==> src/hdl/priority_ready_queue_top_assert.svh <==
// assertion macros used by the ready queue datapath
`ifndef PRIORITY_READY_QUEUE_TOP_ASSERT_SVH
`define PRIORITY_READY_QUEUE_TOP_ASSERT_SVH

// condition that must hold at every edge out of reset
`define PRQ_ASSERT_ALWAYS(label, cond, msg) \
  label: assert property (@(posedge clk) disable iff (rst) (cond)) else $error(msg);

// consequent checked in the same cycle as the antecedent
`define PRQ_ASSERT_SAME(label, ante, cons, msg) \
  label: assert property (@(posedge clk) disable iff (rst) (ante) |-> (cons)) \
    else $error(msg);

// consequent checked in the cycle after the antecedent
`define PRQ_ASSERT_NEXT(label, ante, cons, msg) \
  label: assert property (@(posedge clk) disable iff (rst) (ante) |=> (cons)) \
    else $error(msg);

`endif

==> src/hdl/prq_pkg.sv <==
// shared types and constants of the priority ready queue
package prq_pkg;

  localparam int MODE_W = 3;
  localparam int PID_W  = 16;
  localparam int KEY_W  = 16;
  localparam int PRIO_W = 8;
  localparam int STAT_W = 2;

  localparam logic [MODE_W-1:0] MODE_ENQ      = 3'd0;
  localparam logic [MODE_W-1:0] MODE_INS      = 3'd1;
  localparam logic [MODE_W-1:0] MODE_DEQ      = 3'd2;
  localparam logic [MODE_W-1:0] MODE_FIND_PID = 3'd3;
  localparam logic [MODE_W-1:0] MODE_FIND_KEY = 3'd4;

  localparam logic [STAT_W-1:0] ST_OK    = 2'd0;
  localparam logic [STAT_W-1:0] ST_MISS  = 2'd1;
  localparam logic [STAT_W-1:0] ST_EMPTY = 2'd2;
  localparam logic [STAT_W-1:0] ST_FULL  = 2'd3;

  localparam logic [KEY_W-1:0] FIRST_KEY = 16'd99;

  typedef struct packed {
    logic [PID_W-1:0]         pid;
    logic signed [KEY_W-1:0]  key;
    logic [PRIO_W-1:0]        prio;
  } entry_t;

  typedef enum logic [1:0] {
    SRC_ZERO,
    SRC_ENTRY,
    SRC_NEWKEY
  } res_src_t;

  typedef struct packed {
    logic              req_load;
    logic              scan_init;
    logic              scan_step;
    logic              shift_init;
    logic              shift_step;
    logic              pos_tail;
    logic              pos_hit;
    logic              rd_head;
    logic              store;
    logic              pop;
    logic              res_load;
    logic [STAT_W-1:0] res_status;
    res_src_t          res_src;
    logic              out_load;
  } cmd_t;

  typedef struct packed {
    logic [MODE_W-1:0] mode;
    logic              full;
    logic              empty;
    logic              hit;
    logic              scan_end;
    logic              shift_end;
    logic              out_free;
  } stat_t;

endpackage

==> src/hdl/prq_ctrl.sv <==
// sequencer of the ready queue: decodes a request and steps the datapath
module prq_ctrl (
  input  logic           clk,
  input  logic           rst,
  input  logic           in_valid,
  output logic           in_ready,
  output prq_pkg::cmd_t  cmd,
  input  prq_pkg::stat_t stat
);
  import prq_pkg::*;

  typedef enum logic [2:0] {
    S_IDLE,
    S_DECIDE,
    S_SCAN,
    S_SHIFT,
    S_STORE,
    S_POP,
    S_RESULT
  } state_t;

  state_t state, state_next;

  assign in_ready = (state == S_IDLE);

  always_comb begin
    cmd        = '0;
    cmd.res_src = SRC_ZERO;
    state_next = state;
    unique case (state)
      S_IDLE: begin
        if (in_valid) begin
          cmd.req_load = 1'b1;
          state_next   = S_DECIDE;
        end
      end
      S_DECIDE: begin
        unique case (stat.mode)
          MODE_ENQ: begin
            if (stat.full) begin
              cmd.res_load   = 1'b1;
              cmd.res_status = ST_FULL;
              state_next     = S_RESULT;
            end else begin
              cmd.pos_tail   = 1'b1;
              cmd.shift_init = 1'b1;
              state_next     = S_SHIFT;
            end
          end
          MODE_INS: begin
            if (stat.full) begin
              cmd.res_load   = 1'b1;
              cmd.res_status = ST_FULL;
              state_next     = S_RESULT;
            end else begin
              cmd.scan_init = 1'b1;
              state_next    = S_SCAN;
            end
          end
          MODE_DEQ: begin
            if (stat.empty) begin
              cmd.res_load   = 1'b1;
              cmd.res_status = ST_EMPTY;
              state_next     = S_RESULT;
            end else begin
              cmd.rd_head = 1'b1;
              state_next  = S_POP;
            end
          end
          MODE_FIND_PID, MODE_FIND_KEY: begin
            if (stat.empty) begin
              cmd.res_load   = 1'b1;
              cmd.res_status = ST_EMPTY;
              state_next     = S_RESULT;
            end else begin
              cmd.scan_init = 1'b1;
              state_next    = S_SCAN;
            end
          end
          default: begin
            cmd.res_load   = 1'b1;
            cmd.res_status = ST_OK;
            state_next     = S_RESULT;
          end
        endcase
      end
      S_SCAN: begin
        priority if (stat.hit) begin
          if (stat.mode == MODE_INS) begin
            cmd.pos_hit    = 1'b1;
            cmd.shift_init = 1'b1;
            state_next     = S_SHIFT;
          end else begin
            cmd.res_load   = 1'b1;
            cmd.res_status = ST_OK;
            cmd.res_src    = SRC_ENTRY;
            state_next     = S_RESULT;
          end
        end else if (stat.scan_end) begin
          if (stat.mode == MODE_INS) begin
            cmd.pos_tail   = 1'b1;
            cmd.shift_init = 1'b1;
            state_next     = S_SHIFT;
          end else begin
            cmd.res_load   = 1'b1;
            cmd.res_status = ST_MISS;
            state_next     = S_RESULT;
          end
        end else begin
          cmd.scan_step = 1'b1;
        end
      end
      S_SHIFT: begin
        if (stat.shift_end) begin
          state_next = S_STORE;
        end else begin
          cmd.shift_step = 1'b1;
        end
      end
      S_STORE: begin
        cmd.store      = 1'b1;
        cmd.res_load   = 1'b1;
        cmd.res_status = ST_OK;
        cmd.res_src    = SRC_NEWKEY;
        state_next     = S_RESULT;
      end
      S_POP: begin
        cmd.pop        = 1'b1;
        cmd.res_load   = 1'b1;
        cmd.res_status = ST_OK;
        cmd.res_src    = SRC_ENTRY;
        state_next     = S_RESULT;
      end
      S_RESULT: begin
        if (stat.out_free) begin
          cmd.out_load = 1'b1;
          state_next   = S_IDLE;
        end
      end
      default: state_next = S_IDLE;
    endcase
  end

  always_ff @(posedge clk) begin
    if (rst) begin
      state <= S_IDLE;
    end else begin
      state <= state_next;
    end
  end

endmodule

==> config.mk <==
export PLATFORM = sky130hd
export DESIGN_NAME = prq_ctrl
export DESIGN_NICKNAME = d
export VERILOG_FILES = /design/src/hdl/priority_ready_queue_top_assert.svh /design/src/hdl/prq_pkg.sv /design/src/hdl/prq_ctrl.sv
export SDC_FILE = /design/constraint.sdc
export NUM_CORES = 1
export LEC_CHECK = 0
export BUFFER_PORTS_ARGS = -buffer_cell sky130_fd_sc_hd__buf_2
export CAP_MARGIN = 30
export CORE_AREA = 2 2 39 41
export DETAILED_ROUTE_END_ITERATION = 6
export DIE_AREA = 0 0 41 43
export GPL_TIMING_DRIVEN = 0
export PLACE_DENSITY = 0.72
export SETUP_SLACK_MARGIN = 0.2
export SYNTH_ARGS = -nofsm -noshare
export SYNTH_HDL_FRONTEND = slang
export SYNTH_SLANG_ARGS = --single-unit
==> constraint.sdc <==
create_clock -name clk -period 1.6 [get_ports clk]
set_clock_uncertainty 0.05 [all_clocks]
set_input_delay 0.08 -clock clk [delete_from_list [all_inputs] [get_ports clk]]
set_output_delay 0.08 -clock clk [all_outputs]
set_load 0.01 [all_outputs]
## Word level (Yosys, flattened, before mapping)

Cells that the tools add are included.

- Flip-flop bits (word level): 3
- Latch bits: 0
- Bits in writable memories: 0
- Bits in read-only memories: 0
- Bits of input ports: 12
- Memories kept: 0

- Add/sub/neg operators: 0
- Multipliers: 0
- Div/mod/pow operators: 0
- Magnitude comparators: 0
- Equal/unequal tests: 14
- Shift-type cells: 0
- Mux-type cells: 48
- Bitwise logic cells: 0
- Reductions and logical operators: 7

Operators by type and width:

| kind | number |
|---|---|
| 3-bit 2-to-1 mux | 14 |
| 1-bit 2-to-1 mux | 23 |
| 3-bit case mux with 6 select lines | 1 |
| 3-bit by 2-bit equality test with 1-bit output (second input constant) | 4 |
| 3-bit equality test (second input constant) | 4 |
| 3-bit case mux with 4 select lines | 1 |
| 3-bit case mux with 3 select lines | 1 |
| 3-bit by 1-bit equality test with 1-bit output (second input constant) | 2 |
| 3-bit zero test | 2 |
| 2-bit inequality test (second input constant) | 3 |
| 1-bit case mux with 2 select lines | 3 |
| 2-bit case mux with 3 select lines | 1 |
| 3-bit case mux with 2 select lines | 1 |
| 2-bit OR reduction | 3 |
| 5-bit 2-to-1 mux | 1 |
| 2-bit 2-to-1 mux | 2 |
| 4-bit AND reduction | 1 |
| 3-bit inequality test (second input constant) | 1 |
| 3-bit OR reduction | 1 |

## Logic depth before layout (Yosys ltp)

Gate-level depths: netlist of run 1.

- Depth in word-level cells: 5
- Depth in mapped cells: 5
- Gate-level depth less buffers: 4

## Worst setup path before layout of run 1

OpenSTA, ideal clock, no wires.

- Kind: register -> output
- Start: register state[2]
- End: output cmd[10] in the netlist's numbering
- Arrival time: 1.399 ns
- Required time: 1.470 ns
- Slack: 0.071 ns
- Cell stages (with the launch flop): 6
- Path through: dfxtp_1 -> buf_6 -> nand2b_4 -> or2_4 -> or4_4 -> o21ai_0

RTL lines:

| what | line | source |
|---|---|---|
| start: declaration | prq_ctrl.sv:22 | `state_t state, state_next;` |
| start signal: assignment | prq_ctrl.sv:148 | `state <= state_next;` |
| end: declaration | prq_ctrl.sv:7 | `output prq_pkg::cmd_t cmd,` |

==> results of run 1 <==
layer usage:
layer  share of wire (%)  vias up  wire length, µm  GRT usage, %
li1                    -      359                -             -
met1                  43      347              766          24.4
met2                  50       28              901          32.2
met3                 5.0        4               90          2.09
met4                 2.1        0               37          5.33
met5                   0        -                0             0
worst paths after layout:
path | start | to | slack, ns | depth (start not counted)
worst max-delay path | state[2] | cmd[10] | -0.19 | 6
worst min-delay path | rst | state[1] | 0.07 | 2
worst max register to register | state[2] | state[2] | 0.03 | 7
worst min register to register | state[1] | state[0] | 0.62 | 3
cell families after synthesis:
kind of cell / Yosys count / synth area share, %
AOI/OAI and AO/OA: 22 / 30.8
and+or+nand+nor: 42 / 47.7
xor gates and xnor gates: 1 / 1.67
DFF: 3 / 11.5
buffers and inverters: 9 / 8.35
metrics by stage:
step           power (mW)  hold WS [ns]  setup WS (ns)
2_1_floorplan       0.686         0.109          0.148
3_3_place_gp        0.877         0.275        0.00282
3_5_place_dp        0.885         0.280        -0.0105
4_1_cts              1.26        0.0643         -0.200
5_1_grt              1.56        0.0742         -0.215
6_report             1.46        0.0678         -0.185
power by group through the flow:
stage                     Combinational [mW]  Clock, mW  Sequential, mW
final                                   1.17      0.126           0.172
after global routing                    1.25      0.137           0.174
after CTS                              0.955      0.136           0.165
after detailed placement               0.731          0           0.154
after global placement                 0.727          0           0.150
after floorplan                        0.543          0           0.143
worst max-delay path: cells and delay by family, from the launching register on:
kind,cells,cell delay (ns)
AOI/OAI and AO/OA,1,0.07
DFF,1,0.31
buffers and inverters,2,0.23
and+or+nand+nor,3,0.82
layout make-up:
type	instances	area share (%)
Tap cell	16	2.14
Sequential cell	3	6.84
Timing Repair Buffer	34	23.3
Buffer	7	6.43
Clock buffer	4	2.82
Multi-Input combinational cell	65	57.6
Inverter	2	0.804
cell usage after synthesis, drive strengths merged, types with 2 or more instances:
cell and number:
a21oi 5, buf 3, clkbuf 4, dfxtp 3, inv 2, nand2 4, nand2b 6, nor2 14
nor3b 4, nor4 2, o21ai 2, o21bai 2, o221ai 2, o31ai 3, or2 3
timing repair:
| item | 4_1_cts | 5_1_grt |
|---|---|---|
| pin swaps | 4 | 9 |
| buffers inserted | 3 | 5 |
| setup endpoints to repair | 17 | 15 |
| endpoints found under the hold margin | 0 | 0 |
| resized for setup | 20 | 14 |
==> flow_metrics.py, run 1 <==
metrics = {
    "pwr": {
        "clkPwrFrac_pct": 8.6,
        "ir_drop_mv": 1.09,
        "p_sw_mw": 0.637,
        "switching_share_pct": 43.5,
        "internal-power_mw": 0.826,
        "p_seq_share_pct": 11.7,
        "power.density_mw_per_mm2": 1570,
        "combPwrFrac_pct": 79.6,
        "p_leak_nw": 0.439,
    },
    "finish": {
        "fin_cells": 131,
        "seqCellArea_um2": 63.8,
        "n_fill_cell": 116,
        "synthToLayoutAreaGrowth_pct": 78.0,
        "multiInputGateArea_um2": 538,
        "utilization_pct": 67.5,
        "final_cell_mix": "buf_2 (26), nor2_1 (12), buf_6 (5), a21oi_1 (5), buf_4 (5)",
        "final_common_cell": "buf_2",
        "nNetsFinal": 128,
        "final_layout_size_suffix_gt1_share_pct": 60.0,
        "fin_area_um2": 933,
        "reg_top3": "state: 3 flops",
        "largest_reg_flops": 3,
        "largest_register": "state",
        "diodes": 0,
    },
    "synthesis": {
        "synth_edf_count": 0,
        "synth_area_um2": 524,
        "synthesis.nets": 89,
        "async_reset_ff_share_pct": 0,
        "yosys_register_bits": 3,
        "syn_inst": 77,
        "synth_area_leaders": "dfxtp_1 (11%), nor2_1 (10%), nand2b_1 (6.0%)",
        "ys_seq_area_share_pct": 11.5,
        "synth_top_area_share_pct": 11.5,
        "yosys.area.top_type": "dfxtp_1",
        "yosys_warnings": 0,
        "synth.avg_cell_area_um2": 6.81,
        "synth.distinct_cells": 37,
        "synth-main-ff-cell": "dfxtp_1",
    },
    "floorplan": {
        "dieArea_mm2": 0.00176,
        "start_util_pct": 37.9,
        "die_y_um": 43,
        "core_area_mm2": 0.00138,
        "num_rows": 14,
        "ioPinCount": 29,
        "die_x_um": 41,
    },
    "critical_path": {
        "critPathKind": "flip-flop to primary output",
        "critPathArrivalTime_ns": 1.66,
        "path_max_fanout": 2,
        "cp-start-kind": "flip-flop",
        "crit_slowest_cell": "or4_4",
        "worstPathRequired_ns": 1.47,
        "path_cells": "buf_6 > nand2b_4 > or2_4 > or4_4 > o21ai_4 > buf_2",
        "critical-path-max-stage-delay_ns": 0.46,
        "endpoint_kind": "primary output",
    },
    "cts": {
        "clock_sinks": 3,
        "cts_max_path_buffers": 2,
        "clk_pin_slew_ns": 0.04,
        "cts_tree": "built",
        "numCtsBuffers": 3,
        "htree_levels": 1,
        "root_buffer": "clkbuf_4",
        "cts_hold_buf": 0,
        "insertion_delay_ns": 0.22,
    },
    "global_routing": {
        "overflow": 0,
        "grt_pass1_vias": 622,
        "grt_pass1_wl_mm": 2.48,
        "grt_start_max_net_pins": 11,
        "antenna_found_initial": 0,
        "grt_usage_pct": 19.2,
    },
    "drt": {
        "vias_per_cell": 5.63,
        "num_vias": 738,
        "wl_mm": 1.80,
        "ant_nets": 0,
        "drt_pass1_iterations": 4,
        "drtIter0Drc": 10,
        "drc": 0,
        "wl_per_cell_um": 13.7,
    },
    "timing": {
        "slew_headroom_pct": 58.9,
        "hold_viol_final": 0,
        "drv_slew": 0,
        "grt_setup_unrepaired": "true",
        "fmax_mhz": 560,
        "period_needed_ns": 1.79,
        "fin_crit_sh_pct": 112,
        "worstMarginPinSlew_ns": 0.616,
        "fin_tns_setup_ns": -0.642,
        "setup_viol": 6,
        "setup_slack_ns": -0.185,
    },
    "placed_design": {
        "placed_area_um2": 697,
        "port_buffers": 26,
        "place.gp.congestion": 0.768,
        "place_inst": 119,
        "dp_hpwl_mm": 1.11,
    },
    "status": {
        "outcome": "finished with violations",
        "violations": "setup timing",
    },
    "hold_path": {
        "min_path_type": "input port to flip-flop",
    },
    "flow_run": {
        "cap_violations": 0,
    },
}
(Power assumes the default switching activity.)
==> run 2, diff against run 1 <==
==> constraint.sdc (replaced) <==
create_clock -name clk -period 1.87 [get_ports clk]
set_clock_uncertainty 0.05 [all_clocks]
set_input_delay 0.0935 -clock clk [delete_from_list [all_inputs] [get_ports clk]]
set_output_delay 0.0935 -clock clk [all_outputs]
set_load 0.01 [all_outputs]
==> run 2 against run 1 <==
Effect of this change: the flow now finishes without violations; wire length shrank 15%; core utilization shrank 10 points; worst hold slack worse by 0.0014 ns; clock power down 9.5%; power decreased by 32%; critical path depth did not move; worst setup slack better by 0.25 ns; sequential cell count did not move; die area stayed put; critical path type unchanged; largest cell class unchanged; largest power group unchanged.
==> flow_metrics.py, run 2 (synthesis results as in run 1) <==
metrics = {
    "cts": {
        "htree_levels": 1,
        "root_buffer": "clkbuf_4",
        "insertion_delay_ns": 0.23,
        "clk_pin_slew_ns": 0.04,
        "cts_tree": "built",
        "cts_hold_buf": 0,
        "clock_sinks": 3,
        "numCtsBuffers": 3,
        "cts_max_path_buffers": 2,
    },
    "critical_path": {
        "worstPathRequired_ns": 1.73,
        "crit_buf_inv": 2,
        "critical-path-max-stage-delay_ns": 0.43,
        "critical-path-top-delay-family": "simple AND/OR/NAND/NOR gates",
        "critPathArrivalTime_ns": 1.66,
        "crit_slowest_cell": "or4_4",
        "critPathKind": "flip-flop to primary output",
        "cp-start-kind": "flip-flop",
        "endpoint_kind": "primary output",
        "path_cells": "buf_6 > nand2b_4 > or2_4 > or4_4 > o21ai_2 > buf_2",
        "path_max_fanout": 2,
    },
    "drt": {
        "wl_per_cell_um": 12.1,
        "wl_mm": 1.53,
        "vias_per_cell": 5.56,
        "ant_nets": 0,
        "drtIter0Drc": 18,
        "num_vias": 706,
        "drt_pass1_iterations": 4,
        "drc": 0,
    },
    "timing": {
        "fin_tns_setup_ns": 0,
        "fin_crit_sh_pct": 96.3,
        "worstMarginPinSlew_ns": 0.464,
        "grt_setup_unrepaired": "true",
        "slew_headroom_pct": 69.1,
        "drv_slew": 0,
        "fmax_mhz": 555,
        "period_needed_ns": 1.80,
        "hold_viol_final": 0,
        "setup_viol": 0,
    },
    "pwr": {
        "p_leak_nw": 0.380,
        "power.density_mw_per_mm2": 1250,
        "ir_drop_mv": 0.644,
    },
    "floorplan": {
        "dieArea_mm2": 0.00176,
        "num_rows": 14,
        "die_x_um": 41,
        "core_area_mm2": 0.00138,
        "die_y_um": 43,
        "start_util_pct": 37.9,
        "ioPinCount": 29,
    },
    "finish": {
        "final_layout_size_suffix_gt1_share_pct": 49.5,
        "nNetsFinal": 124,
        "largest_register": "state",
        "final_cell_mix": "buf_2 (28), nor2_1 (14), a21oi_1 (5)",
        "diodes": 0,
        "synthToLayoutAreaGrowth_pct": 51.3,
        "fin_cells": 127,
        "final_common_cell": "buf_2",
        "largest_reg_flops": 3,
        "reg_top3": "state: 3 flops",
    },
    "global_routing": {
        "grt_usage_pct": 17.9,
        "overflow": 0,
        "grt_pass1_vias": 527,
        "antenna_found_initial": 0,
        "grt_pass1_wl_mm": 2.23,
        "grt_start_max_net_pins": 11,
    },
    "placed_design": {
        "place_inst": 119,
        "dp_hpwl_mm": 1.12,
        "place.gp.congestion": 0.788,
        "port_buffers": 26,
    },
    "hold_path": {
        "min_path_type": "input port to flip-flop",
    },
    "flow_run": {
        "cap_violations": 0,
    },
    "status": {
        "outcome": "complete, no violations",
    },
}
## run 2: cell count changes in the layout (fill, tap and decap cells not counted), sizes merged
cell    delta
buf        -3
clkbuf     -1
## run 2: repair_timing
item,CTS,global route
buffers inserted,2,2
endpoints found under the hold margin,0,0
gates resized for setup,2,18
pin swaps,2,3
endpoints found under the setup margin,4,13
## run 2: per-layer routing
layer	up-vias	routed length, µm	track usage (%)
met5	-	0	0
met4	0	19	6.00
met3	2	83	1.57
met2	22	783	28.7
met1	329	647	23.7
li1	353	-	-
## run 2: worst paths after layout
| kind | start | endpoint | slack, ns | cells past startpoint |
|---|---|---|---|---|
| worst max-delay path | state[2] | cmd[12] | 0.07 | 6 |
| worst min-delay path | rst | state[1] | 0.07 | 2 |
| worst max register to register | state[2] | state[2] | 0.47 | 5 |
| worst min register to register | state[1] | state[0] | 0.65 | 3 |
## run 2: cell type report
cell class	count	area [µm²]
clock buffer	4	26.3
sequential	3	62.6
buffer	7	38.8
timing repair buffer	30	166
multi-input combinational	65	472
tap	16	20.0
fill	148	591
inverter	2	7.51
## run 2: per-stage QoR
stage                     instance area [µm²]  total power [mW]  utilization [%]  hold slack, ns  worst slack [ns]
final                                     793             0.994             57.3          0.0664            0.0689
after global routing                      793              1.08             57.3          0.0503            0.0180
after CTS                                 716             0.902             51.7          0.0526            0.0648
after detailed placement                  674             0.754             48.7           0.295             0.206
after global placement                    674             0.743             48.7           0.287             0.224
after floorplan                           524             0.581                -           0.122             0.328
## run 2: worst reg2reg max path, delay by kind of cell, from the launching register on
kind | cells | cell delay, ns
buffers and inverters | 2 | 0.26
and+or+nand+nor | 1 | 0.36
DFF | 1 | 0.30
AOI/OAI and AO/OA | 2 | 0.37
## run 2: power breakdown
part | switching, mW | leakage (nW) | internal [mW]
combinational | 0.370 | 0.340 | 0.372
sequential | 0.0381 | 0.0254 | 0.100
clock | 0.0337 | 0.0150 | 0.0800
total | 0.442 | 0.380 | 0.552
==> run 3, diff against run 2 <==
--- a/config.mk
+++ b/config.mk
@@ -8,6 +8,8 @@
 export BUFFER_PORTS_ARGS = -buffer_cell sky130_fd_sc_hd__buf_2
 export CAP_MARGIN = 30
 export CORE_AREA = 2 2 39 41
+export CTS_BUF_LIST = sky130_fd_sc_hd__clkbuf_8
+export CTS_CLUSTER_DIAMETER = 40
 export DETAILED_ROUTE_END_ITERATION = 6
 export DIE_AREA = 0 0 41 43
 export GPL_TIMING_DRIVEN = 0
==> run 3 against run 2 <==
Effect of this change: worst setup slack gained 0.015 ns; sequential power shrank 6%; worst hold slack gained 0.0093 ns; cell count shrank 1.6%; clock-buffer cell count shrank 1; wire length shrank 2.8%; core utilization shrank 0.90 points; design area shrank 1.6%; sequential cell count is the same; via count shrank 1.3%; combinational power shrank 7.1%; clock power grew 61%.
==> flow_metrics.py, run 3 (synthesis results as in run 1) <==
metrics = {
    "timing": {
        "fin_tns_setup_ns": 0,
        "setup_viol": 0,
        "holdWs_ns": 0.0757,
        "period_needed_ns": 1.79,
        "fin_crit_sh_pct": 95.5,
        "grt_setup_unrepaired": "true",
        "slew_headroom_pct": 69.3,
        "setup_slack_ns": 0.0837,
        "fmax_mhz": 560,
        "hold_viol_final": 0,
        "worstMarginPinSlew_ns": 0.461,
        "drv_slew": 0,
    },
    "placed_design": {
        "placed_area_um2": 674,
        "port_buffers": 26,
        "place.gp.congestion": 0.788,
        "place_ws_ns": 0.206,
        "place_inst": 119,
        "dp_hpwl_mm": 1.12,
    },
    "critical_path": {
        "cp-start-kind": "flip-flop",
        "critPathKind": "flip-flop to primary output",
        "worstPathRequired_ns": 1.73,
        "r2r_slack_ns": 0.41,
        "endpoint": "cmd[12]",
        "worstSetupStartpoint": "state[2]",
        "critPathArrivalTime_ns": 1.64,
        "r2r_start": "state[2]",
        "r2r-end": "state[2]",
        "endpoint_kind": "primary output",
        "r2r_cells": 5,
        "path_max_fanout": 2,
    },
    "cts": {
        "numCtsBuffers": 3,
        "cts_hold_buf": 0,
        "cts_tree": "built",
        "htree_levels": 1,
        "cts_max_path_buffers": 2,
        "insertion_delay_ns": 0.22,
        "clk_pin_slew_ns": 0.03,
        "clock_sinks": 3,
        "root_buffer": "clkbuf_8",
    },
    "finish": {
        "largest_register": "state",
        "fin_cells": 125,
        "reg_top3": "state: 3 flops",
        "utilization_pct": 56.4,
        "nNetsFinal": 122,
        "synthToLayoutAreaGrowth_pct": 48.9,
        "final_layout_size_suffix_gt1_share_pct": 45.0,
        "seqCellArea_um2": 60.1,
        "largest_reg_flops": 3,
        "final_cell_mix": "buf_2 (28), nor2_1 (14), a21oi_1 (5)",
        "final_common_cell": "buf_2",
        "n_fill_cell": 148,
        "multiInputGateArea_um2": 458,
        "diodes": 0,
        "fin_area_um2": 781,
    },
    "drt": {
        "wl_per_cell_um": 11.9,
        "drc": 0,
        "wl_mm": 1.49,
        "vias_per_cell": 5.58,
        "ant_nets": 0,
        "drt_pass1_iterations": 4,
        "num_vias": 697,
        "drtIter0Drc": 17,
    },
    "floorplan": {
        "num_rows": 14,
        "ioPinCount": 29,
        "dieArea_mm2": 0.00176,
        "die_x_um": 41,
        "start_util_pct": 37.9,
        "core_area_mm2": 0.00138,
        "die_y_um": 43,
    },
    "pwr": {
        "internal-power_mw": 0.569,
        "p_leak_nw": 0.379,
        "switching_share_pct": 43.2,
        "combPwrFrac_pct": 68.7,
        "power.total_mw": 1.00,
        "p_sw_mw": 0.433,
        "power.density_mw_per_mm2": 1280,
        "ir_drop_mv": 0.777,
        "p_seq_share_pct": 13.0,
        "clkPwrFrac_pct": 18.3,
    },
    "global_routing": {
        "grt_pass1_wl_mm": 2.26,
        "overflow": 0,
        "grt_usage_pct": 18.3,
        "grt_pass1_vias": 528,
        "grt_start_max_net_pins": 11,
        "antenna_found_initial": 0,
    },
    "status": {
        "outcome": "complete, no violations",
    },
    "hold_path": {
        "min_path_type": "input port to flip-flop",
    },
    "flow_run": {
        "cap_violations": 0,
    },
}
-- run 3: cell types whose count changed in the layout (fill, tap and decap cells not counted), sizes merged --
| cell | before | now |
|---|---|---|
| inv | 2 | 3 |
| buf | 34 | 33 |
| clkbuf | 7 | 5 |
-- run 3: power by group through the flow --
stage	Clock, mW	Sequential (mW)	Combinational, mW
after CTS	0.186	0.129	0.656
after global routing	0.196	0.133	0.765
final	0.184	0.130	0.689
after global placement	0	0.128	0.615
after floorplan	0	0.122	0.459
after detailed placement	0	0.130	0.624
-- run 3: layout make-up --
cell class | count | share of cell area, %
plain buffers | 7 | 4.97
clock buffers | 3 | 5.29
clock inverters | 1 | 0.481
inverters | 2 | 0.962
multi-input cells | 65 | 58.7
flip-flops and latches | 3 | 7.69
well taps | 16 | 2.56
repair buffers | 28 | 19.4
-- run 3: worst min-delay path by stage --
stage | start | to | slack, ns | cells past startpoint
3_3_place_gp | rst | state[1] | 0.29 | 2
5_1_grt | rst | state[1] | 0.08 | 2
6_report | rst | state[1] | 0.08 | 2
3_5_place_dp | rst | state[1] | 0.30 | 2
2_1_floorplan | rst | state[1] | 0.12 | 1
4_1_cts | rst | state[1] | 0.07 | 2
-- run 3: layer usage --
| metal | track usage (%) | share of wire, % |
|---|---|---|
| met2 | 28.4 | 50 |
| met3 | 3.14 | 6.0 |
| met1 | 24.4 | 43 |
| met4 | 6.00 | 1.2 |
| met5 | 0 | 0 |
-- run 3: worst max-delay path, stage by stage (launching register included) --
cell	delay (ns)
dfxtp_1	0.30
buf_6	0.11
nand2b_4	0.13
or2_4	0.24
or4_4	0.44
o21ai_2	0.07
buf_2	0.14
-- run 3: repair_timing --
action,CTS,global route
cloned,0,0
setup endpoints to repair,4,13
setup buffers,2,0
gates resized for setup,2,14
pin swaps,2,1
